## config.mk

```make
export PLATFORM = sky130hd
export DESIGN_NAME = input_capture_pulse_accumulator
export DESIGN_NICKNAME = d
export VERILOG_FILES = /design/src/rtl/icpa_pkg.sv /design/src/rtl/input_capture_pulse_accumulator.sv /design/src/rtl/icpa_cfg_regs.sv /design/src/rtl/icpa_core.sv
export SDC_FILE = /design/constraint.sdc
export NUM_CORES = 1
export LEC_CHECK = 0
export ABC_AREA = 1
export BUFFER_PORTS_ARGS = -buffer_cell sky130_fd_sc_hd__buf_2
export CAP_MARGIN = 5
export CORE_MARGIN = 5
export CORE_UTILIZATION = 49
export DETAILED_ROUTE_END_ITERATION = 12
export PLACE_DENSITY = 0.78
export SLEW_MARGIN = 20
export SYNTH_ARGS = -nofsm -noshare
export SYNTH_HDL_FRONTEND = slang
export SYNTH_SLANG_ARGS = --single-unit
```

## constraint.sdc

```tcl
create_clock -name aclk -period 1.81 [get_ports aclk]
set_input_delay 0.0905 -clock aclk [delete_from_list [all_inputs] [get_ports aclk]]
set_output_delay 0.0905 -clock aclk [all_outputs]
set_load 0.05 [all_outputs]
```

## src/rtl/icpa_pkg.sv

```systemverilog
`timescale 1ns / 1ps

package icpa_pkg;

    // Field widths
    localparam int PIN_W   = 3;
    localparam int TIME_W  = 16;
    localparam int COUNT_W = 8;
    localparam int PORT_W  = 8;
    localparam int MODE_W  = 2;
    localparam int CFG_IDX_W  = 3;
    localparam int CFG_DATA_W = 2;

    // Configuration register indexes
    localparam logic [CFG_IDX_W-1:0] CFG_CAPTURE1_MODE = 3'd0;
    localparam logic [CFG_IDX_W-1:0] CFG_CAPTURE2_MODE = 3'd1;
    localparam logic [CFG_IDX_W-1:0] CFG_CAPTURE3_MODE = 3'd2;
    localparam logic [CFG_IDX_W-1:0] CFG_PULSE_ENABLE  = 3'd3;
    localparam logic [CFG_IDX_W-1:0] CFG_PULSE_GATED   = 3'd4;
    localparam logic [CFG_IDX_W-1:0] CFG_PULSE_EDGE    = 3'd5;

    // Edge modes and edge codes {old, new}
    localparam logic [MODE_W-1:0] EDGE_OFF     = 2'b00;
    localparam logic [MODE_W-1:0] EDGE_RISING  = 2'b01;
    localparam logic [MODE_W-1:0] EDGE_FALLING = 2'b10;
    localparam logic [MODE_W-1:0] EDGE_ANY     = 2'b11;

    // Capture channel codes
    localparam logic [1:0] CH_NONE     = 2'd0;
    localparam logic [1:0] CH_CAPTURE1 = 2'd1;
    localparam logic [1:0] CH_CAPTURE2 = 2'd2;
    localparam logic [1:0] CH_CAPTURE3 = 2'd3;

    // Special pins
    localparam logic [PIN_W-1:0] PIN_CAPTURE3 = 3'd0;
    localparam logic [PIN_W-1:0] PIN_CAPTURE2 = 3'd1;
    localparam logic [PIN_W-1:0] PIN_CAPTURE1 = 3'd2;
    localparam logic [PIN_W-1:0] PIN_PULSE    = 3'd7;

    typedef struct packed {
        logic [MODE_W-1:0] capture1_mode;
        logic [MODE_W-1:0] capture2_mode;
        logic [MODE_W-1:0] capture3_mode;
        logic              pulse_enable;
        logic              pulse_gated;
        logic              pulse_edge;
    } cfg_t;

    typedef struct packed {
        logic [PIN_W-1:0]  pin_number;
        logic              level;
        logic [TIME_W-1:0] timer_count;
    } item_t;

    typedef struct packed {
        logic [1:0]         capture_channel;
        logic [TIME_W-1:0]  captured_time;
        logic               pulse_seen;
        logic               pulse_overflow;
        logic [COUNT_W-1:0] pulse_total;
        logic [PORT_W-1:0]  port_levels;
    } result_t;

endpackage

```

## src/rtl/input_capture_pulse_accumulator.sv

```systemverilog
`timescale 1ns / 1ps

// Channel   Direction  Handshake            Payload
// s_        in         s_valid / s_ready    s_pin_number, s_level, s_timer_count
// m_        out        m_valid / m_ready    m_capture_channel .. m_port_levels
// cfg_      in         cfg_valid / cfg_ready cfg_index, cfg_data
//
// One beat per cycle sustained while results are taken; an input beat passes
// the input register, then edge logic into the result register.
// Synchronous active-low reset clears pin levels, pulse counter and config.
// A stalled result holds the result register; the input register still takes
// one more beat, after which s_ready drops until the result drains.
// Config writes are always taken (cfg_ready is high out of reset).

module input_capture_pulse_accumulator (
    input  logic                                aclk,
    input  logic                                aresetn,
    input  logic                                s_valid,
    output logic                                s_ready,
    input  logic [icpa_pkg::PIN_W-1:0]          s_pin_number,
    input  logic                                s_level,
    input  logic [icpa_pkg::TIME_W-1:0]         s_timer_count,
    output logic                                m_valid,
    input  logic                                m_ready,
    output logic [1:0]                          m_capture_channel,
    output logic [icpa_pkg::TIME_W-1:0]         m_captured_time,
    output logic                                m_pulse_seen,
    output logic                                m_pulse_overflow,
    output logic [icpa_pkg::COUNT_W-1:0]        m_pulse_total,
    output logic [icpa_pkg::PORT_W-1:0]         m_port_levels,
    input  logic                                cfg_valid,
    output logic                                cfg_ready,
    input  logic [icpa_pkg::CFG_IDX_W-1:0]      cfg_index,
    input  logic [icpa_pkg::CFG_DATA_W-1:0]     cfg_data
);
    import icpa_pkg::*;

    cfg_t    cfg;
    item_t   in_item_reg;
    logic    in_valid_reg;
    result_t result;
    result_t out_reg;
    logic    out_valid_reg;
    logic    advance;

    assign cfg_ready = 1'b1;

    icpa_cfg_regs u_cfg (
        .aclk     (aclk),
        .aresetn  (aresetn),
        .wr_en    (cfg_valid && cfg_ready),
        .wr_index (cfg_index),
        .wr_data  (cfg_data),
        .cfg      (cfg)
    );

    // Move the held item forward when the result slot is free
    assign advance = in_valid_reg && (!out_valid_reg || m_ready);
    assign s_ready = !in_valid_reg || advance;

    // Input register
    always_ff @(posedge aclk) begin
        if (!aresetn) begin
            in_valid_reg <= 1'b0;
        end else if (s_ready) begin
            in_valid_reg <= s_valid;
        end
    end

    always_ff @(posedge aclk) begin
        if (s_valid && s_ready) begin
            in_item_reg <= '{pin_number: s_pin_number, level: s_level,
                             timer_count: s_timer_count};
        end
    end

    icpa_core u_core (
        .aclk    (aclk),
        .aresetn (aresetn),
        .advance (advance),
        .cfg     (cfg),
        .item    (in_item_reg),
        .result  (result)
    );

    // Result register
    always_ff @(posedge aclk) begin
        if (!aresetn) begin
            out_valid_reg <= 1'b0;
        end else if (advance) begin
            out_valid_reg <= 1'b1;
        end else if (m_ready) begin
            out_valid_reg <= 1'b0;
        end
    end

    always_ff @(posedge aclk) begin
        if (advance) begin
            out_reg <= result;
        end
    end

    assign m_valid           = out_valid_reg;
    assign m_capture_channel = out_reg.capture_channel;
    assign m_captured_time   = out_reg.captured_time;
    assign m_pulse_seen      = out_reg.pulse_seen;
    assign m_pulse_overflow  = out_reg.pulse_overflow;
    assign m_pulse_total     = out_reg.pulse_total;
    assign m_port_levels     = out_reg.port_levels;

`ifndef SYNTHESIS
    // A beat with no capture reports a zero time
    a_time_zero: assert property (@(posedge aclk) disable iff (!aresetn)
        (m_valid && (m_capture_channel == CH_NONE)) |-> (m_captured_time == '0))
        else $error("captured time nonzero without capture");

    // Overflow comes only with a counted pulse and a wrapped counter
    a_overflow: assert property (@(posedge aclk) disable iff (!aresetn)
        (m_valid && m_pulse_overflow) |-> (m_pulse_seen && (m_pulse_total == '0)))
        else $error("overflow without wrap");

    // Input stall only when both stages are full and the result is stalled
    a_stall: assert property (@(posedge aclk) disable iff (!aresetn)
        !s_ready |-> (in_valid_reg && out_valid_reg && !m_ready))
        else $error("input stalled with free space");

    // A stalled result keeps its pulse total
    a_hold: assert property (@(posedge aclk) disable iff (!aresetn)
        (m_valid && !m_ready) |=> (m_valid && $stable(m_pulse_total)))
        else $error("stalled result changed");
`endif

endmodule

```

## src/rtl/icpa_cfg_regs.sv

```systemverilog
`timescale 1ns / 1ps

module icpa_cfg_regs (
    input  logic                             aclk,
    input  logic                             aresetn,
    input  logic                             wr_en,
    input  logic [icpa_pkg::CFG_IDX_W-1:0]   wr_index,
    input  logic [icpa_pkg::CFG_DATA_W-1:0]  wr_data,
    output icpa_pkg::cfg_t                   cfg
);
    import icpa_pkg::*;

    cfg_t cfg_reg;
    cfg_t cfg_next;

    // Decode the write; ignore indexes past the list
    always_comb begin
        cfg_next = cfg_reg;
        if (wr_en) begin
            unique case (wr_index)
                CFG_CAPTURE1_MODE: cfg_next.capture1_mode = wr_data;
                CFG_CAPTURE2_MODE: cfg_next.capture2_mode = wr_data;
                CFG_CAPTURE3_MODE: cfg_next.capture3_mode = wr_data;
                CFG_PULSE_ENABLE:  cfg_next.pulse_enable  = wr_data[0];
                CFG_PULSE_GATED:   cfg_next.pulse_gated   = wr_data[0];
                CFG_PULSE_EDGE:    cfg_next.pulse_edge    = wr_data[0];
                default: ;
            endcase
        end
    end

    always_ff @(posedge aclk) begin
        if (!aresetn) begin
            cfg_reg <= '0;
        end else begin
            cfg_reg <= cfg_next;
        end
    end

    assign cfg = cfg_reg;

endmodule

```

## src/rtl/icpa_core.sv

```systemverilog
`timescale 1ns / 1ps

module icpa_core (
    input  logic              aclk,
    input  logic              aresetn,
    input  logic              advance,
    input  icpa_pkg::cfg_t    cfg,
    input  icpa_pkg::item_t   item,
    output icpa_pkg::result_t result
);
    import icpa_pkg::*;

    logic [PORT_W-1:0]  pin_state_reg;
    logic [PORT_W-1:0]  pin_state_next;
    logic [COUNT_W-1:0] pulse_count_reg;
    logic [COUNT_W-1:0] pulse_count_next;

    logic              old_level;
    logic [1:0]        edge_code;
    logic [MODE_W-1:0] mode;
    logic [1:0]        channel;
    logic              is_edge;
    logic              fire;
    logic              pulse;

    // Edge code and selected channel mode
    always_comb begin
        old_level = pin_state_reg[item.pin_number];
        edge_code = {old_level, item.level};
        is_edge   = (edge_code == EDGE_RISING) || (edge_code == EDGE_FALLING);
        unique case (item.pin_number)
            PIN_CAPTURE3: begin
                mode    = cfg.capture3_mode;
                channel = CH_CAPTURE3;
            end
            PIN_CAPTURE2: begin
                mode    = cfg.capture2_mode;
                channel = CH_CAPTURE2;
            end
            PIN_CAPTURE1: begin
                mode    = cfg.capture1_mode;
                channel = CH_CAPTURE1;
            end
            default: begin
                mode    = EDGE_OFF;
                channel = CH_NONE;
            end
        endcase
        fire = (mode != EDGE_OFF) && is_edge && ((mode == edge_code) || (mode == EDGE_ANY));
        pulse = (item.pin_number == PIN_PULSE) && cfg.pulse_enable && !cfg.pulse_gated
                && is_edge && (cfg.pulse_edge != old_level);
    end

    // Update pin levels and the pulse count; pins 3 to 6 hold
    always_comb begin
        pin_state_next = pin_state_reg;
        if ((item.pin_number <= PIN_CAPTURE1) || (item.pin_number == PIN_PULSE)) begin
            pin_state_next[item.pin_number] = item.level;
        end
        pulse_count_next = pulse ? pulse_count_reg + COUNT_W'(1) : pulse_count_reg;
    end

    // Build the result beat
    always_comb begin
        result.capture_channel = fire ? channel : CH_NONE;
        result.captured_time   = fire ? item.timer_count : '0;
        result.pulse_seen      = pulse;
        result.pulse_overflow  = pulse && (pulse_count_next == '0);
        result.pulse_total     = pulse_count_next;
        result.port_levels     = pin_state_next;
    end

    // Commit state when the item moves to the result register
    always_ff @(posedge aclk) begin
        if (!aresetn) begin
            pin_state_reg   <= '0;
            pulse_count_reg <= '0;
        end else if (advance) begin
            pin_state_reg   <= pin_state_next;
            pulse_count_reg <= pulse_count_next;
        end
    end

endmodule

```

==> metrics.md <==
| Metric | Value |
|---|---|
| CTS tree | `yes` |
| Most common cell in the netlist | `inv_1` |
| EDFF count, synth | `56` |
| Hold Startpoint | `s_valid` |
| # diodes | `0` |
| Largest net degree at the start of global routing | `23` |
| Switching power | `0.00110 W` |
| Netlist cell types | `36` |
| Critical path endpoint category | `register` |
| Initial detailed-routing violation count | `127` |
| #FFs+latches synth | `83` |
| Critical path class | `reg2reg` |
| Syn Nets | `381` |
| I/O Pins | `69` |
| R2r startpoint | `in_item_reg[17]` |
| Crit path capture | `m_pulse_total[0]` |
| CP Max Fanout | `8` |
| Setup violations, final | `32` |
| Worst Setup Slack, final | `-0.176 ns` |
| Final Instance Area | `4680 µm²` |
| Switching Fraction | `0.261` |
| Final WL | `7510 µm` |
| Residual DRC | `0` |
| WP buf/inv | `3` |
| H-tree depth | `3` |
| Max-slew violations | `0` |
| Initial antenna violation count | `0` |
| Clock Skew | `0.0140 ns` |
| Clk buf depth | `2` |
| CP startpoint | `in_item_reg[17]` |
| Core area | `6870 µm²` |
| Reg2reg setup slack | `-0.18 ns` |
| Chip width | `94.5 µm` |
| Top FF cell, synth | `edfxtp_1` |
| Worst-path clk slew | `0.09 ns` |
| Crit path DAT | `2.09 ns` |
| Synth area leaders | `edfxtp_1 48%, dfxtp_1 15%, inv_1 7.1%` |
| GPL Wtd Cong | `0.868` |
| Vias in the first global route | `2607` |
| HPWL Detailed | `4800 µm` |
| CP Data Required Time | `1.92 ns` |
| Clock sink count | `83` |
| Worst hold path type | `in2reg` |
| Cell taking the most area after synthesis | `edfxtp_1` |
| Cell count after placement | `516` |
| Power share of the combinational group | `0.129` |
| Per-cell routed wire length | `13.4 µm` |
| GRT overflow | `0` |
| Syn avg cell area | `9.98 µm²` |
| Synth async-reset ratio | `0` |
| CP cell instances | `inv_4 > nand2_2 > nand3_2 > nand2_1 > nand2_1 > nand2_2 > nand2_2 > nand2_4 > nor2_4 > buf_6 > xor2_2 > inv_1` |
| RSZ-0062 raised after global routing | `yes` |
| Top Family by Delay on Critical Path | `simple AND/OR/NAND/NOR gates` |
| Path depth of the worst reg2reg path | `12` |
| Synthesis Warnings | `0` |
| F_max | `503 MHz` |
| Placed cell areas | `4020 µm²` |
| Cell depth of the worst setup path | `12` |
| Share of the synthesized area in the top cell type | `0.481` |
| Min cycle time layout | `1.99 ns` |
| Clk_lat worst skew | `0.35 ns` |
| Max cap viols | `0` |
| Post-synth top cells | `66 x inv_1, 56 x edfxtp_1, 55 x nand2_1, 42 x nor2_1, 27 x dfxtp_1` |
| Crit-path max cell delay | `0.54 ns` |
| Headroom to the max-slew limit | `0.642` |
| Area Growth Syn to Fin | `33.9%` |
| Inserted Clock Buffers | `9` |
| DR pass1 iterations | `4` |
| Post-layout util | `0.681` |
| Starting Density | `0.509` |
| Internal power | `0.00311 W` |
| Static Leak | `2.15 nW` |
| Max FFs per register | `20` |
| Mapped cell area | `3490 µm²` |
| Failing checks | `setup timing` |
| Tcrit/Tclk final | `1.10` |
| Total Routing Usage GR | `0.172` |
| Seq pwr share | `0.516` |
| Nets@finish | `491` |
| Fraction of layout cells with a size suffix above 1 | `0.348` |
| Syn Inst Count | `350` |
| FP Rows | `30` |
| Die H | `94.5 µm` |
| Hold Violations, Final | `0` |
| Die area | `8920 µm²` |
| Setup crit start kind | `register` |
| Vias per cell | `4.79` |
| Routed via count | `2688` |
| Slew @ Worst Pin | `0.533 ns` |
| Final Non-Filler Cells | `561` |
| Power Density | `898 nW/µm²` |
| Tot Pwr | `0.00420 W` |
| First-pass GRT wire length | `11800 µm` |
| Clk pwr share | `0.356` |
| Worst R2R End | `m_pulse_total[0]` |
| Post-DRT Antenna Nets | `0` |
| Slowest cell on the critical path | `edfxtp_1` |
| Status | `finished with violations` |
| Port bufs | `67` |
| Hold path depth | `3` |
| Root Driver | `clkbuf_8` |
| Max VDD drop | `0.551 mV` |
| Most frequent cell on the critical path | `nand2_2` |
| Seq/Total Area, Yosys | `0.636` |
timing repair:
| action | in CTS | in global routing |
|---|---|---|
| endpoints found under the setup margin | 22 | 35 |
| hold buffers | 21 | 0 |
| endpoints found under the hold margin | 21 | 0 |
| resized for setup | 22 | 28 |
| setup buffers | 6 | 2 |
| pin swaps | 6 | 8 |
cell type report:
type	instances	area, µm²
Sequential cell	83	2220
Fill cell	514	2190
Multi-Input combinational cell	185	1080
Timing Repair Buffer	112	761
Inverter	69	265
Clock buffer	9	124
Tap cell	96	120
Clock inverter	7	104
power groups by stage:
stage / Sequential (W) / Combinational (W) / Clock [W]
2_1_floorplan: 0.00232 / 0.000192 / 0
3_3_place_gp: 0.00220 / 0.000434 / 0
3_5_place_dp: 0.00221 / 0.000448 / 0
4_1_cts: 0.00216 / 0.000507 / 0.00152
5_1_grt: 0.00218 / 0.000586 / 0.00162
6_report: 0.00217 / 0.000541 / 0.00149
worst min path at each step:
stage / to / slack (ns)
global route: in_valid_reg / 0.002
global placement: in_item_reg[6] / 0.27
floorplan: in_item_reg[0] / 0.19
detailed placement: in_item_reg[11] / 0.27
CTS: in_valid_reg / 0.0001
finish: in_valid_reg / 0.01
worst register-to-register path, cell delays in order (launching register included):
cell	delay [ns]
edfxtp_1	0.54
inv_4	0.14
nand2_2	0.06
nand3_2	0.07
nand2_1	0.06
nand2_1	0.10
nand2_2	0.08
nand2_2	0.07
nand2_4	0.06
nor2_4	0.21
buf_6	0.16
xor2_2	0.15
inv_1	0.05
routing by layer:
layer  up-vias  GRT usage  wire length [µm]
met1      1272      0.199              3210
met2        71      0.307              3730
met4         0     0.0757               175
met3        15     0.0375               400
li1       1330          -                 -
met5         -          0                 0
through the flow:
stage	TNS, ns	setup WS [ns]	hold slack, ns
after floorplan	0	0.0373	0.189
after global placement	-0.556	-0.120	0.268
after detailed placement	-1.32	-0.204	0.269
after CTS	-0.765	-0.147	0.000143
after global routing	-8.07	-0.305	0.00154
final	-2.77	-0.176	0.0114
placed cells by master, fill, tap and decap left out, drive strengths merged:
master,Yosys,routed
dlygate4sd3,0,21
dfxtp,27,27
clkinv,1,2
clkbuf,8,9
a21oi,14,14
a221oi,1,1
nor4,3,3
a31oi,3,3
nand3b,1,1
bufinv,0,2
o211ai,1,1
ha,1,1
o22ai,1,1
xor2,7,7
o21ai,20,20
nand3,13,13
nand2,64,64
clkinvlp,0,1
conb,1,1
nor3b,1,1
o21a,1,1
nand4,1,1
a211oi,1,1
buf,5,91
nor3,6,6
edfxtp,56,56
inv,68,71
nor2,45,45
logic make-up after synthesis:
logic type / synth area share
fa+ha+maj: 0.00358
xor+xnor: 0.0197
other cells: 0.00107
flops: 0.636
buf+inv: 0.0960
simple gates: 0.178
compound gates: 0.0659
Power figures use the tool's default switching activity.
